===== src/hdl/gic_pkg.sv =====
`timescale 1ns / 1ps
// gic_pkg: shared types, codes and helper functions of the gamepad input conditioner.
// Used by gic_offset_ram and gamepad_input_conditioner; depends on nothing else.
package gic_pkg;

  // Action codes carried on the input channel.
  localparam logic [1:0] ACT_CONNECT    = 2'd0;
  localparam logic [1:0] ACT_DISCONNECT = 2'd1;
  localparam logic [1:0] ACT_REPORT     = 2'd2;

  // Configuration register indexes.
  localparam int unsigned CFG_IDX_W = 3;
  localparam logic [CFG_IDX_W-1:0] CFG_STICK_GAIN     = 3'd0;
  localparam logic [CFG_IDX_W-1:0] CFG_STICK_DEADZONE = 3'd1;
  localparam logic [CFG_IDX_W-1:0] CFG_SWAP_SIDES     = 3'd2;
  localparam logic [CFG_IDX_W-1:0] CFG_SWAP_STICKS    = 3'd3;
  localparam logic [CFG_IDX_W-1:0] CFG_INTERLEAVED    = 3'd4;
  localparam int unsigned CFG_DATA_W = 14;

  // Hat direction bits.
  localparam logic [3:0] HAT_UP    = 4'h1;
  localparam logic [3:0] HAT_RIGHT = 4'h2;
  localparam logic [3:0] HAT_DOWN  = 4'h4;
  localparam logic [3:0] HAT_LEFT  = 4'h8;

  // Saturation limits of a 16-bit axis.
  localparam logic signed [25:0] AXIS_MAX = 26'sd32767;
  localparam logic signed [25:0] AXIS_MIN = -26'sd32768;

  // Neutral offsets of one slot, as held in the offset memory.
  typedef struct packed {
    logic        [11:0] trig_r;
    logic        [11:0] trig_l;
    logic signed [15:0] ry;
    logic signed [15:0] rx;
    logic signed [15:0] ly;
    logic signed [15:0] lx;
  } gic_offs_t;

  // Map the protocol button mask onto the output button order.
  function automatic logic [16:0] remap_buttons(input logic [15:0] m, input logic swap);
    logic [16:0] b;
    b        = '0;
    b[0]     = m[4];
    b[1]     = m[5];
    b[2]     = m[6];
    b[3]     = m[7];
    b[4]     = m[3];
    b[5]     = m[0];
    b[6]     = m[2];
    b[7]     = m[14];
    b[8]     = m[15];
    b[9]     = swap ? m[13] : m[12];
    b[10]    = swap ? m[12] : m[13];
    b[11]    = m[8];
    b[12]    = m[9];
    b[13]    = m[10];
    b[14]    = m[11];
    return b;
  endfunction

  // Eight-way hat from the d-pad bits; opposing directions cancel to centered.
  function automatic logic [3:0] make_hat(input logic [15:0] m);
    logic [3:0] h;
    h = '0;
    if (!(m[8] && m[9]) && !(m[10] && m[11])) begin
      h = (m[8]  ? HAT_UP    : 4'h0) | (m[11] ? HAT_RIGHT : 4'h0)
        | (m[9]  ? HAT_DOWN  : 4'h0) | (m[10] ? HAT_LEFT  : 4'h0);
    end
    return h;
  endfunction

endpackage


===== src/hdl/gic_offset_ram.sv =====
`timescale 1ns / 1ps
// gic_offset_ram: per-slot neutral offset memory, one write and one registered read port.
// Depends on gic_pkg for the offset record type.
module gic_offset_ram
  import gic_pkg::*;
#(
  parameter int unsigned DEPTH = 8,
  parameter int unsigned AW    = 3
) (
  input  logic          clk,
  input  logic          wr_en,
  input  logic [AW-1:0] wr_addr,
  input  gic_offs_t     wr_data,
  input  logic          rd_en,
  input  logic [AW-1:0] rd_addr,
  output gic_offs_t     rd_data
);

  gic_offs_t mem [DEPTH];
  gic_offs_t rd_data_r;

  always_ff @(posedge clk) begin
    if (wr_en) begin
      mem[wr_addr] <= wr_data;
    end
  end

  // Read-before-write: a read and write of the same entry in one cycle returns the old data.
  always_ff @(posedge clk) begin
    if (rd_en) begin
      rd_data_r <= mem[rd_addr];
    end
  end

  assign rd_data = rd_data_r;

endmodule


===== src/hdl/gamepad_input_conditioner.sv =====
`timescale 1ns / 1ps
// Gamepad input conditioner, top level. Items pass through stage registers A, B, C and
// the output register. Throughput: one item per cycle while out_stall is low, set by the
// offset memory write and read at the input stage and a four-register pipeline behind it.
// Reset (rst_n, synchronous, active low) clears slot flags, pipeline valids and the
// configuration registers; the offset memory is not cleared and needs no clearing pass.
module gamepad_input_conditioner
  import gic_pkg::*;
#(
  parameter int unsigned SLOT_COUNT = 8
) (
  input  logic                  clk,
  input  logic                  rst_n,
  // Input channel.
  input  logic                  in_valid,
  output logic                  in_stall,
  input  logic [1:0]            in_action,
  input  logic [2:0]            in_slot,
  input  logic [15:0]           in_button_mask,
  input  logic [11:0]           in_left_trigger,
  input  logic [11:0]           in_right_trigger,
  input  logic signed [15:0]    in_left_x,
  input  logic signed [15:0]    in_left_y,
  input  logic signed [15:0]    in_right_x,
  input  logic signed [15:0]    in_right_y,
  // Result channel.
  output logic                  out_valid,
  input  logic                  out_stall,
  output logic [2:0]            out_slot_out,
  output logic signed [15:0]    out_axis_0,
  output logic signed [15:0]    out_axis_1,
  output logic signed [15:0]    out_axis_2,
  output logic signed [15:0]    out_axis_3,
  output logic signed [15:0]    out_axis_4,
  output logic signed [15:0]    out_axis_5,
  output logic [16:0]           out_button_bits,
  output logic [3:0]            out_hat,
  // Configuration write channel.
  input  logic                  cfg_valid,
  output logic                  cfg_ready,
  input  logic [CFG_IDX_W-1:0]  cfg_index,
  input  logic [CFG_DATA_W-1:0] cfg_data
);

  localparam int unsigned SLOT_AW = (SLOT_COUNT > 1) ? $clog2(SLOT_COUNT) : 1;

  // ---------------------------------------------------------------------------
  // Configuration registers. Writes are always taken; the user only writes them
  // while the block is idle, so the pipeline reads them without capture.
  // ---------------------------------------------------------------------------
  logic [6:0]  stick_gain_r;
  logic [13:0] stick_deadzone_r;
  logic        swap_sides_r;
  logic        swap_sticks_r;
  logic        interleaved_r;

  assign cfg_ready = 1'b1;

  always_ff @(posedge clk) begin
    if (!rst_n) begin
      stick_gain_r     <= 7'd1;
      stick_deadzone_r <= 14'd500;
      swap_sides_r     <= 1'b0;
      swap_sticks_r    <= 1'b0;
      interleaved_r    <= 1'b0;
    end else if (cfg_valid && cfg_ready) begin
      unique case (cfg_index)
        CFG_STICK_GAIN:     stick_gain_r     <= cfg_data[6:0];
        CFG_STICK_DEADZONE: stick_deadzone_r <= cfg_data[13:0];
        CFG_SWAP_SIDES:     swap_sides_r     <= cfg_data[0];
        CFG_SWAP_STICKS:    swap_sticks_r    <= cfg_data[0];
        CFG_INTERLEAVED:    interleaved_r    <= cfg_data[0];
        default: ;
      endcase
    end
  end

  // ---------------------------------------------------------------------------
  // Pipeline flow control. Each stage takes a new item when it is empty or when
  // the stage behind it moves, so bubbles collapse and the input keeps flowing
  // while a finished result waits in the output register, until stages A to C fill.
  // ---------------------------------------------------------------------------
  logic va_r, vb_r, vc_r, out_valid_r;
  logic rdy_out, rdy_c, rdy_b, rdy_a;

  assign rdy_out  = !out_valid_r || !out_stall;
  assign rdy_c    = !vc_r || rdy_out;
  assign rdy_b    = !vb_r || rdy_c;
  assign rdy_a    = !va_r || rdy_b;
  assign in_stall = !rdy_a;

  logic in_xfer;
  assign in_xfer = in_valid && !in_stall;

  // ---------------------------------------------------------------------------
  // Slot flags live in flip-flops and are updated at the transfer itself, so a
  // following item for the same slot always sees the new state.
  // ---------------------------------------------------------------------------
  logic [SLOT_COUNT-1:0] active_r, active_nxt;
  logic [SLOT_COUNT-1:0] calib_r, calib_nxt;
  logic [SLOT_AW-1:0]    slot_idx;
  logic                  slot_ok;
  logic                  cur_active, cur_calib;
  logic                  emit_connect;  // zero report for a fresh connect
  logic                  emit_report;   // report for an input item
  logic                  need_calib;    // first input since connect: latch offsets

  assign slot_idx   = SLOT_AW'(in_slot);
  assign slot_ok    = (32'(in_slot) < SLOT_COUNT);
  assign cur_active = active_r[slot_idx];
  assign cur_calib  = calib_r[slot_idx];

  always_comb begin
    active_nxt   = active_r;
    calib_nxt    = calib_r;
    emit_connect = 1'b0;
    emit_report  = 1'b0;
    need_calib   = 1'b0;
    if (in_xfer && slot_ok) begin
      unique case (in_action)
        ACT_CONNECT: begin
          if (!cur_active) begin
            active_nxt[slot_idx] = 1'b1;
            calib_nxt[slot_idx]  = 1'b0;
            emit_connect         = 1'b1;
          end
        end
        ACT_DISCONNECT: begin
          active_nxt[slot_idx] = 1'b0;
          calib_nxt[slot_idx]  = 1'b0;
        end
        ACT_REPORT: begin
          // An inactive slot connects implicitly and is therefore uncalibrated.
          need_calib           = !cur_active || !cur_calib;
          active_nxt[slot_idx] = 1'b1;
          calib_nxt[slot_idx]  = 1'b1;
          emit_report          = 1'b1;
        end
        default: ;
      endcase
    end
  end

  always_ff @(posedge clk) begin
    if (!rst_n) begin
      active_r <= '0;
      calib_r  <= '0;
    end else begin
      active_r <= active_nxt;
      calib_r  <= calib_nxt;
    end
  end

  // ---------------------------------------------------------------------------
  // Offset memory. The first input after a connect writes its raw readings as
  // the neutral offsets in the same cycle it reads the entry. That item uses its
  // own readings, and any later item reads the memory after the write landed,
  // so no forwarding path is needed.
  // ---------------------------------------------------------------------------
  gic_offs_t raw_in;
  gic_offs_t ram_rd;

  always_comb begin
    raw_in.trig_l = in_left_trigger;
    raw_in.trig_r = in_right_trigger;
    raw_in.lx     = in_left_x;
    raw_in.ly     = in_left_y;
    raw_in.rx     = in_right_x;
    raw_in.ry     = in_right_y;
  end

  gic_offset_ram #(
    .DEPTH (SLOT_COUNT),
    .AW    (SLOT_AW)
  ) u_offs (
    .clk     (clk),
    .wr_en   (need_calib),
    .wr_addr (slot_idx),
    .wr_data (raw_in),
    .rd_en   (in_xfer),
    .rd_addr (slot_idx),
    .rd_data (ram_rd)
  );

  // ---------------------------------------------------------------------------
  // Stage A: item captured at the transfer. A connect enters with all readings
  // and buttons forced to zero and marked as calibrating, which gives the
  // all-zero report.
  // ---------------------------------------------------------------------------
  logic [2:0]  a_slot_r;
  logic        a_calib_r;
  gic_offs_t   a_raw_r;
  logic [16:0] a_btn_r;
  logic [3:0]  a_hat_r;

  always_ff @(posedge clk) begin
    if (!rst_n) begin
      va_r <= 1'b0;
    end else if (rdy_a) begin
      va_r <= emit_connect || emit_report;
    end
  end

  always_ff @(posedge clk) begin
    if (rdy_a) begin
      a_slot_r  <= in_slot;
      a_calib_r <= emit_connect || need_calib;
      a_raw_r   <= emit_connect ? '0 : raw_in;
      a_btn_r   <= emit_connect ? '0 : remap_buttons(in_button_mask, swap_sides_r);
      a_hat_r   <= emit_connect ? '0 : make_hat(in_button_mask);
    end
  end

  // Offset subtraction, trigger magnitude, stick and side exchange.
  gic_offs_t          a_off;
  logic signed [16:0] d_lx, d_ly, d_rx, d_ry;
  logic signed [12:0] d_lt, d_rt;
  logic [11:0]        m_lt, m_rt;

  always_comb begin
    a_off = a_calib_r ? a_raw_r : ram_rd;
    d_lx  = 17'(a_raw_r.lx) - 17'(a_off.lx);
    d_ly  = 17'(a_raw_r.ly) - 17'(a_off.ly);
    d_rx  = 17'(a_raw_r.rx) - 17'(a_off.rx);
    d_ry  = 17'(a_raw_r.ry) - 17'(a_off.ry);
    d_lt  = $signed({1'b0, a_raw_r.trig_l}) - $signed({1'b0, a_off.trig_l});
    d_rt  = $signed({1'b0, a_raw_r.trig_r}) - $signed({1'b0, a_off.trig_r});
    // The difference of two 12-bit readings never exceeds 4095 in magnitude,
    // so the magnitude already lies within the trigger clamp.
    m_lt  = d_lt[12] ? 12'(-d_lt) : d_lt[11:0];
    m_rt  = d_rt[12] ? 12'(-d_rt) : d_rt[11:0];
  end

  // ---------------------------------------------------------------------------
  // Stage B.
  // ---------------------------------------------------------------------------
  logic [2:0]         b_slot_r;
  logic signed [16:0] b_lx_r, b_ly_r, b_rx_r, b_ry_r;
  logic [11:0]        b_t1_r, b_t2_r;
  logic [16:0]        b_btn_r;
  logic [3:0]         b_hat_r;

  always_ff @(posedge clk) begin
    if (!rst_n) begin
      vb_r <= 1'b0;
    end else if (rdy_b) begin
      vb_r <= va_r;
    end
  end

  always_ff @(posedge clk) begin
    if (rdy_b) begin
      b_slot_r <= a_slot_r;
      b_lx_r   <= swap_sticks_r ? d_rx : d_lx;
      b_ly_r   <= swap_sticks_r ? d_ry : d_ly;
      b_rx_r   <= swap_sticks_r ? d_lx : d_rx;
      b_ry_r   <= swap_sticks_r ? d_ly : d_ry;
      b_t1_r   <= swap_sides_r ? m_rt : m_lt;
      b_t2_r   <= swap_sides_r ? m_lt : m_rt;
      b_btn_r  <= a_btn_r;
      b_hat_r  <= a_hat_r;
    end
  end

  // Y negation and deadzone. A value strictly inside (-deadzone, deadzone) is zero.
  logic signed [17:0] dz_pos, dz_neg;
  logic signed [17:0] s_lx, s_ly, s_rx, s_ry;
  logic signed [17:0] z_lx, z_ly, z_rx, z_ry;

  always_comb begin
    dz_pos = $signed({4'b0, stick_deadzone_r});
    dz_neg = -dz_pos;
    s_lx   = 18'(b_lx_r);
    s_ly   = -18'(b_ly_r);
    s_rx   = 18'(b_rx_r);
    s_ry   = -18'(b_ry_r);
    z_lx   = (s_lx > dz_neg && s_lx < dz_pos) ? '0 : s_lx;
    z_ly   = (s_ly > dz_neg && s_ly < dz_pos) ? '0 : s_ly;
    z_rx   = (s_rx > dz_neg && s_rx < dz_pos) ? '0 : s_rx;
    z_ry   = (s_ry > dz_neg && s_ry < dz_pos) ? '0 : s_ry;
  end

  // Trigger scaling v * 32767 / 4095, written as 8v + floor(7v / 4095). The
  // small quotient uses the identity floor(x / 4095) = (x + (x >> 12) + 1) >> 12,
  // which holds for every 7v of a 12-bit v.
  function automatic logic [14:0] scale_trigger(input logic [11:0] v);
    logic [14:0] x7;
    logic [15:0] acc;
    x7  = {v, 3'b000} - {3'b000, v};
    acc = {1'b0, x7} + 16'(x7[14:12]) + 16'd1;
    return {v, 3'b000} + 15'(acc[14:12]);
  endfunction

  // ---------------------------------------------------------------------------
  // Stage C.
  // ---------------------------------------------------------------------------
  logic [2:0]         c_slot_r;
  logic signed [17:0] c_lx_r, c_ly_r, c_rx_r, c_ry_r;
  logic [14:0]        c_t1_r, c_t2_r;
  logic [16:0]        c_btn_r;
  logic [3:0]         c_hat_r;

  always_ff @(posedge clk) begin
    if (!rst_n) begin
      vc_r <= 1'b0;
    end else if (rdy_c) begin
      vc_r <= vb_r;
    end
  end

  always_ff @(posedge clk) begin
    if (rdy_c) begin
      c_slot_r <= b_slot_r;
      c_lx_r   <= z_lx;
      c_ly_r   <= z_ly;
      c_rx_r   <= z_rx;
      c_ry_r   <= z_ry;
      c_t1_r   <= scale_trigger(b_t1_r);
      c_t2_r   <= scale_trigger(b_t2_r);
      c_btn_r  <= b_btn_r;
      c_hat_r  <= b_hat_r;
    end
  end

  // Gain and saturation to 16 bits.
  function automatic logic signed [15:0] apply_gain(input logic signed [17:0] v,
                                                    input logic [6:0]         g);
    logic signed [25:0] p;
    p = 26'(v) * 26'($signed({1'b0, g}));
    if (p > AXIS_MAX) begin
      return AXIS_MAX[15:0];
    end else if (p < AXIS_MIN) begin
      return AXIS_MIN[15:0];
    end
    return p[15:0];
  endfunction

  logic signed [15:0] g_lx, g_ly, g_rx, g_ry;
  logic signed [15:0] g_t1, g_t2;

  always_comb begin
    g_lx = apply_gain(c_lx_r, stick_gain_r);
    g_ly = apply_gain(c_ly_r, stick_gain_r);
    g_rx = apply_gain(c_rx_r, stick_gain_r);
    g_ry = apply_gain(c_ry_r, stick_gain_r);
    g_t1 = $signed({1'b0, c_t1_r});
    g_t2 = $signed({1'b0, c_t2_r});
  end

  // ---------------------------------------------------------------------------
  // Output register. The interleaved layout places the first trigger right
  // after the left stick; the default layout keeps both sticks together.
  // ---------------------------------------------------------------------------
  logic [2:0]         o_slot_r;
  logic signed [15:0] o_ax0_r, o_ax1_r, o_ax2_r, o_ax3_r, o_ax4_r, o_ax5_r;
  logic [16:0]        o_btn_r;
  logic [3:0]         o_hat_r;

  always_ff @(posedge clk) begin
    if (!rst_n) begin
      out_valid_r <= 1'b0;
    end else if (rdy_out) begin
      out_valid_r <= vc_r;
    end
  end

  always_ff @(posedge clk) begin
    if (rdy_out) begin
      o_slot_r <= c_slot_r;
      o_ax0_r  <= g_lx;
      o_ax1_r  <= g_ly;
      o_ax2_r  <= interleaved_r ? g_t1 : g_rx;
      o_ax3_r  <= interleaved_r ? g_rx : g_ry;
      o_ax4_r  <= interleaved_r ? g_ry : g_t1;
      o_ax5_r  <= g_t2;
      o_btn_r  <= c_btn_r;
      o_hat_r  <= c_hat_r;
    end
  end

  assign out_valid       = out_valid_r;
  assign out_slot_out    = o_slot_r;
  assign out_axis_0      = o_ax0_r;
  assign out_axis_1      = o_ax1_r;
  assign out_axis_2      = o_ax2_r;
  assign out_axis_3      = o_ax3_r;
  assign out_axis_4      = o_ax4_r;
  assign out_axis_5      = o_ax5_r;
  assign out_button_bits = o_btn_r;
  assign out_hat         = o_hat_r;

endmodule


===== config.mk =====
export PLATFORM = sky130hd
export DESIGN_NAME = gamepad_input_conditioner
export DESIGN_NICKNAME = d
export VERILOG_FILES = /design/src/hdl/gic_pkg.sv /design/src/hdl/gic_offset_ram.sv /design/src/hdl/gamepad_input_conditioner.sv
export SDC_FILE = /design/constraint.sdc
export NUM_CORES = 2
export LEC_CHECK = 0
export BUFFER_PORTS_ARGS = -buffer_cell sky130_fd_sc_hd__buf_2
export CAP_MARGIN = 25
export CORE_ASPECT_RATIO = 1.75
export CORE_MARGIN = 2
export CORE_UTILIZATION = 59
export DETAILED_ROUTE_END_ITERATION = 12
export MAX_ROUTING_LAYER = met4
export PLACE_DENSITY = 0.73
export REMOVE_ABC_BUFFERS = 1
export SETUP_SLACK_MARGIN = 0.2
export SYNTH_ARGS = -nofsm -noshare
export SYNTH_HDL_FRONTEND = slang
export SYNTH_SLANG_ARGS = --single-unit

===== constraint.sdc =====
create_clock -name clk -period 15.01 [get_ports clk]
set_clock_uncertainty 0.05 [all_clocks]
set_input_delay 3.002 -clock clk [delete_from_list [all_inputs] [get_ports clk]]
set_output_delay 3.002 -clock clk [all_outputs]
set_load 0.02 [all_outputs]

Yosys cells after proc, flatten, opt, wreduce, memory -nomap -nowiden
Memory sizes are Yosys's and may differ from the RTL's. A register that Yosys moved wholly into a read port is not among the register bits.
Index checks and enable logic that the tools add are counted.
{ "word_totals": {"regBits": 516, "mem_bits_rw": 704, "input_bits": 131, "output_inout_bits": 123, "memories": 1} }
{ "mem_list": {"columns": ["name", "depth", "width", "read_ports", "rd_ports_with_merged_regs", "write_ports", "line", "rtl"], "rows": [
  ["u_offs.mem", 8, 88, 1, 1, 1, "gic_offset_ram.sv:19", "gic_offs_t mem [DEPTH];"]
]} }
{ "op_classes": {"addsub": 19, "multipliers": 4, "n_lt_le_gt_ge": 18, "eq_ne": 7, "n_mux": 57, "bitwise": 9, "n_reduce_logical": 36} }
{ "ops": {"columns": ["operator", "n"], "rows": [
  ["$mux 16", 13],
  ["$mux 88", 1],
  ["$mux 17", 4],
  ["$sub 16x16->17", 4],
  ["$add 15x3->15", 4],
  ["$gt 26x16->1 const B", 2],
  ["$lt 26x16->1 const B", 2],
  ["$mul 18x8->26", 2],
  ["$gt 25x16->1 const B", 2],
  ["$lt 25x16->1 const B", 2],
  ["$mul 17x8->25", 2],
  ["$mux 12", 4],
  ["$pmux 8 s3", 2],
  ["$gt 17x18->1", 2],
  ["$gt 18x18->1", 2],
  ["$lt 18x15->1", 2],
  ["$neg 17->18", 2],
  ["$lt 17x15->1", 2],
  ["$add 15x1->15 const B", 2],
  ["$mux 15", 2],
  ["$sub 15x12->15", 2],
  ["$sub 12x12->13", 2],
  ["$neg 12->12", 2],
  ["$mux 1", 23],
  ["31 further kinds", 63]
]} }

Depth between registers and ports, before layout
{ "depth": {"word_depth": 9, "depth_mapped": 25, "ltp_nobuf": 21} }

Hierarchy
From an unflattened synthesis, not the netlist that was laid out.
{ "unflattened": {"cells_unflattened": 5830, "area_unflattened_um2": 76726.1} }
{ "by_module_without_submodules": {"columns": ["module", "instances", "cells_per_inst", "area_per_inst_um2"], "rows": [
  ["gamepad_input_conditioner", 1, 4711, 47611.9],
  ["gic_offset_ram", 1, 1119, 29114.2]
]} }

Least setup slack after synthesis
Ideal clock, no wire load.
{ "synth_path": {"path_kind": "input -> register", "startpoint": "input out_stall", "endpoint": "memory u_offs.mem[5][0] (netlist bit), enable pin", "setup_ns": 0.534, "arrival_ns": 12.399, "path_slack_ns": 2.026, "stages": 6, "n_path_buf": 0, "cell_sequence": "and3_1 -> nand3_1 -> nand2_1 -> inv_1 -> nand3_1 -> nor2_1"} }
{ "synth_via": {"elab_chain_cells": 9} }
{ "synth_rtl": {"columns": ["item", "line", "rtl"], "rows": [
  ["from (decl)", "gamepad_input_conditioner.sv:28", "input logic out_stall,"],
  ["$logic_not 1->1", "gamepad_input_conditioner.sv:86", "assign rdy_out = !out_valid_r || !out_stall;"],
  ["$logic_or 1x1->1", "gamepad_input_conditioner.sv:86", null],
  ["$logic_or 1x1->1", "gamepad_input_conditioner.sv:87", "assign rdy_c = !vc_r || rdy_out;"],
  ["$logic_or 1x1->1", "gamepad_input_conditioner.sv:88", "assign rdy_b = !vb_r || rdy_c;"],
  ["$logic_or 1x1->1", "gamepad_input_conditioner.sv:89", "assign rdy_a = !va_r || rdy_b;"],
  ["$logic_and 1x1->1", "gamepad_input_conditioner.sv:93", "assign in_xfer = in_valid && !in_stall;"],
  ["named net in_xfer", "gamepad_input_conditioner.sv:92", "logic in_xfer;"],
  ["$mux 1", "gamepad_input_conditioner.sv:119", "if (in_xfer && slot_ok) begin"],
  ["$mux 1", "gic_offset_ram.sv:23", "if (wr_en) begin"],
  ["$mux 1 (not written as such)", "gic_offset_ram.sv:24", "mem[wr_addr] <= wr_data;"],
  ["to (decl)", "gic_offset_ram.sv:19", null]
]} }
The timed path passes the listed nets, and every way through them passes these cells.

Worst setup path after layout
{ "layout_path": {"startpoint": "input out_stall", "endpoint": "output in_stall"} }
{ "layout_via": {"elab_chain_cells": 6} }
{ "layout_rtl": {"columns": ["item", "line", "rtl"], "rows": [
  ["$logic_not 1->1", "gamepad_input_conditioner.sv:86", null],
  ["$logic_or 1x1->1", "gamepad_input_conditioner.sv:86", null],
  ["$logic_or 1x1->1", "gamepad_input_conditioner.sv:87", null],
  ["$logic_or 1x1->1", "gamepad_input_conditioner.sv:88", null],
  ["$logic_or 1x1->1", "gamepad_input_conditioner.sv:89", null],
  ["$logic_not 1->1", "gamepad_input_conditioner.sv:90", "assign in_stall = !rdy_a;"],
  ["to (decl)", "gamepad_input_conditioner.sv:16", "output logic in_stall,"]
]} }
Every way passes these cells.

==> impl_metrics.env <==
export IMPL_status="complete, but fails checks"
export IMPL_violations="antenna violations"
export IMPL_globalplace_congestion=0.9743
export IMPL_powerDensity_nw_per_um2=137.7
export IMPL_post_dp_hpwl_um=118300
export IMPL_yosysSeqAreaShare_pct=51.64
export IMPL_drive_gt1_share_pct=9.293
export IMPL_avgSynthCellArea_um2=12.46
export IMPL_startpoint_type="input pin"
export IMPL_crit_path_end_kind="output pin"
export IMPL_port_buffers=248
export IMPL_core_area_um2=125700
export IMPL_top_layer="met4"
export IMPL_drt_iter0_drc=3630
export IMPL_drt_wl_total_um=176100
export IMPL_crit_chain="buf_2 -> and3_1 -> nand3_4 -> inv_1 -> buf_2"
export IMPL_post_synth_top_count_cell="edfxtp_1"
export IMPL_synth_flop_cell="edfxtp_1"
export IMPL_clk_pin_slew_worst_paths_ns=0.07
export IMPL_cts_setup_buffers=0
export IMPL_antenna_found_initial=36
export IMPL_ys_top_cells_by_count="edfxtp_1 (1,256), inv_1 (678), ha_1 (449)"
export IMPL_max_stage_delay_ns=0.56
export IMPL_met1_length_um=67210
export IMPL_grt_max_degree=73
export IMPL_grt_pass1_wl_um=274500
export IMPL_slew_viol_final=0
export IMPL_layout_cells_non_filler=7988
export IMPL_fillers=9476
export IMPL_finalNetCount=7162
export IMPL_final_core_util_pct=64.91
export IMPL_max_cap_violations=0
export IMPL_netlist_area_um2=74750
export IMPL_vias=47920
export IMPL_htreeDepth=3
export IMPL_total_leakage_power_nw=32.78
export IMPL_synth_edf_count=1256
export IMPL_rows=172
export IMPL_dieWidth_um=273.1
export IMPL_synth_distinct_cells=90
export IMPL_grt_use_total_pct=28.28
export IMPL_yosys_warnings=0
export IMPL_cts_buffers=112
export IMPL_crit_fanout=35
export IMPL_ir_drop_mv=0.1468
export IMPL_min_period_over_period_pct=52.57
export IMPL_hold_buffers=0
export IMPL_synth_seq_cells=1300
export IMPL_relSlewSlack_pct=32.12
export IMPL_cts_tree="done"
export IMPL_grt_ovfl_total=0
export IMPL_final_area_um2=81580
export IMPL_cts_sinks=1300
export IMPL_clock_latency_ns=0.74
export IMPL_dr_pass1_iters=8
export IMPL_cp_data_required_time_ns=11.96
export IMPL_finalHoldViolCount=0
export IMPL_wire_per_inst_um=22.05
export IMPL_rsz0062_at_grt="false"
export IMPL_cts_resized=0
export IMPL_path_class="input pin to output pin"
export IMPL_io_pins=254
export IMPL_cp_common_cell="buf_2"
export IMPL_cts_root_buf="clkbuf_16"
export IMPL_placed_cell_area_um2=77810
export IMPL_die_area_um2=129700
export IMPL_ant_nets=1
export IMPL_hp_class="register to register"
export IMPL_start_util_pct=59.47
export IMPL_drc=0
export IMPL_dp_cells=7740
export IMPL_grt_pass1_vias=49260
export IMPL_synth_area_leaders="edfxtp_1 (50%), fa_1 (10%), ha_1 (7.5%)"
export IMPL_crit_slowest_cell="nand3_4"
export IMPL_finalCriticalPeriod_ns=7.891
export IMPL_die_height_um=474.9
export IMPL_area_growth_pct=9.141
export IMPL_yosysTopAreaCell="edfxtp_1"
export IMPL_syn_inst=5999
export IMPL_fmax_ghz=0.1267
export IMPL_synth_top_area_share_pct=50.46
export IMPL_cp_data_arrival_time_ns=4.84
export IMPL_cts_buffer_depth=3
export IMPL_met2_length_um=91580
export IMPL_route_met3_wl_um=10970
export IMPL_finalSetupTns_ns=0
export IMPL_setup_viol=0
export IMPL_tightestPinTransition_ns=1.017
export IMPL_synthArstFlopShare_pct=0
export IMPL_via_per_inst=5.999
## placed cells by master, fill, tap and decap left out, types with 15 or more instances in the layout
cell type / Yosys / final
diode_2: 0 / 40
nand2b_1: 17 / 17
and3_1: 30 / 29
mux2_2: 40 / 40
nand2_1: 303 / 301
o21bai_1: 21 / 21
inv_1: 678 / 676
o21a_1: 54 / 54
o22a_1: 15 / 15
o21ai_0: 123 / 123
edfxtp_1: 1256 / 1256
a21o_1: 85 / 85
a22oi_1: 365 / 365
mux2i_1: 133 / 133
nor4_1: 21 / 21
o211ai_1: 16 / 16
nand3_1: 54 / 53
nor3_1: 67 / 66
clkinv_2: 0 / 16
nor2_1: 194 / 184
a211oi_1: 28 / 28
a211o_1: 16 / 16
ha_1: 449 / 449
nor2b_1: 170 / 170
clkinv_1: 1 / 25
and2_1: 412 / 411
a31oi_1: 19 / 19
nor3b_1: 20 / 18
xnor2_1: 151 / 151
clkbuf_16: 0 / 112
fa_1: 380 / 380
dfxtp_1: 44 / 36
buf_4: 5 / 55
nand4_1: 114 / 114
a21oi_1: 167 / 167
a21boi_0: 41 / 41
xor2_1: 79 / 79
or3_1: 16 / 16
buf_2: 5 / 248
## state kept, by name, indices dropped and copies added, names as in the netlist, 14 cells and up, named ones only
name,cells
a_btn_r,15
a_raw_r,88
b_btn_r,15
b_lx_r,17
b_ly_r,17
b_rx_r,17
b_ry_r,17
c_btn_r,15
c_lx_r,17
c_ly_r,18
c_rx_r,17
c_ry_r,18
c_t1_r,15
c_t2_r,15
out_axis_0,16
out_axis_1,16
out_axis_2,16
out_axis_3,16
out_axis_4,16
out_axis_5,15
out_button_bits,15
stick_deadzone_r,14
u_offs.mem,704
u_offs.rd_data,88
## power by group
part	leakage [nW]	switching (mW)	total (mW)	internal, mW
Sequential	12.5	0.417	4.95	4.53
Clock	1.75	1.34	2.90	1.56
Combinational	18.5	2.02	3.38	1.36
## kinds of logic (layout without fill, tap and decap cells)
logic type | after synthesis | count (layout) | share of synthesized area [%]
adders and majority gates | 829 | 829 | 17.69
buffers and inverters | 897 | 1191 | 4.570
muxes | 173 | 173 | 2.384
other | 2 | 44 | 0.01005
and+or+nand+nor | 1485 | 1485 | 10.79
AOI/OAI and AO/OA | 1083 | 1083 | 10.22
DFF | 1300 | 1300 | 51.64
xor gates and xnor gates | 230 | 230 | 2.695
## through the flow
step           power, mW  worst slack (ns)  hold WS [ns]
6_report           11.23             7.119        0.3589
5_1_grt            11.84             6.691        0.3530
4_1_cts            11.28             7.091        0.3604
3_5_place_dp       8.385             6.693        0.3545
3_3_place_gp       8.276             6.652        0.3504
2_1_floorplan      7.267            0.1073        0.3503
## per-layer routing
metal / up-vias / GRT usage [%]
met3: 379 / 4.127
met2: 1566 / 49.49
met5: - / -
li1: 21970 / -
met4: 0 / 10.77
met1: 24010 / 32.90
## layout make-up
type	instances	area, um^2	share of cell area, %
clock inverter	80	790.8	0.9693
timing repair buffer	305	1677	2.055
antenna	40	100.1	0.1227
sequential	1300	38610	47.32
clock buffer	127	2869	3.517
tap	1653	2068	2.535
multi-input combinational	3804	32910	40.35
inverter	679	2554	3.130
## critical path, delay by kind of cell
kind | cells | cell delay [ns]
simple gates | 2 | 1.01
buf+inv | 3 | 0.80
## path summary, 6_finish.rpt
check | from | end | slack, ns | cells after the start
worst min register to register | b_slot_r[0]$_DFFE_PP_ | c_slot_r[0]$_DFFE_PP_ | 0.36 | 0
worst max register to register | stick_gain_r[4]$_SDFFE_PN0P_ | out_axis_2[7]$_DFFE_PP_ | 7.12 | 20
worst min-delay path | b_slot_r[0]$_DFFE_PP_ | c_slot_r[0]$_DFFE_PP_ | 0.36 | 0
worst max-delay path | out_stall | in_stall | 7.12 | 5
Note: power is estimated with default switching activity, not from simulation.
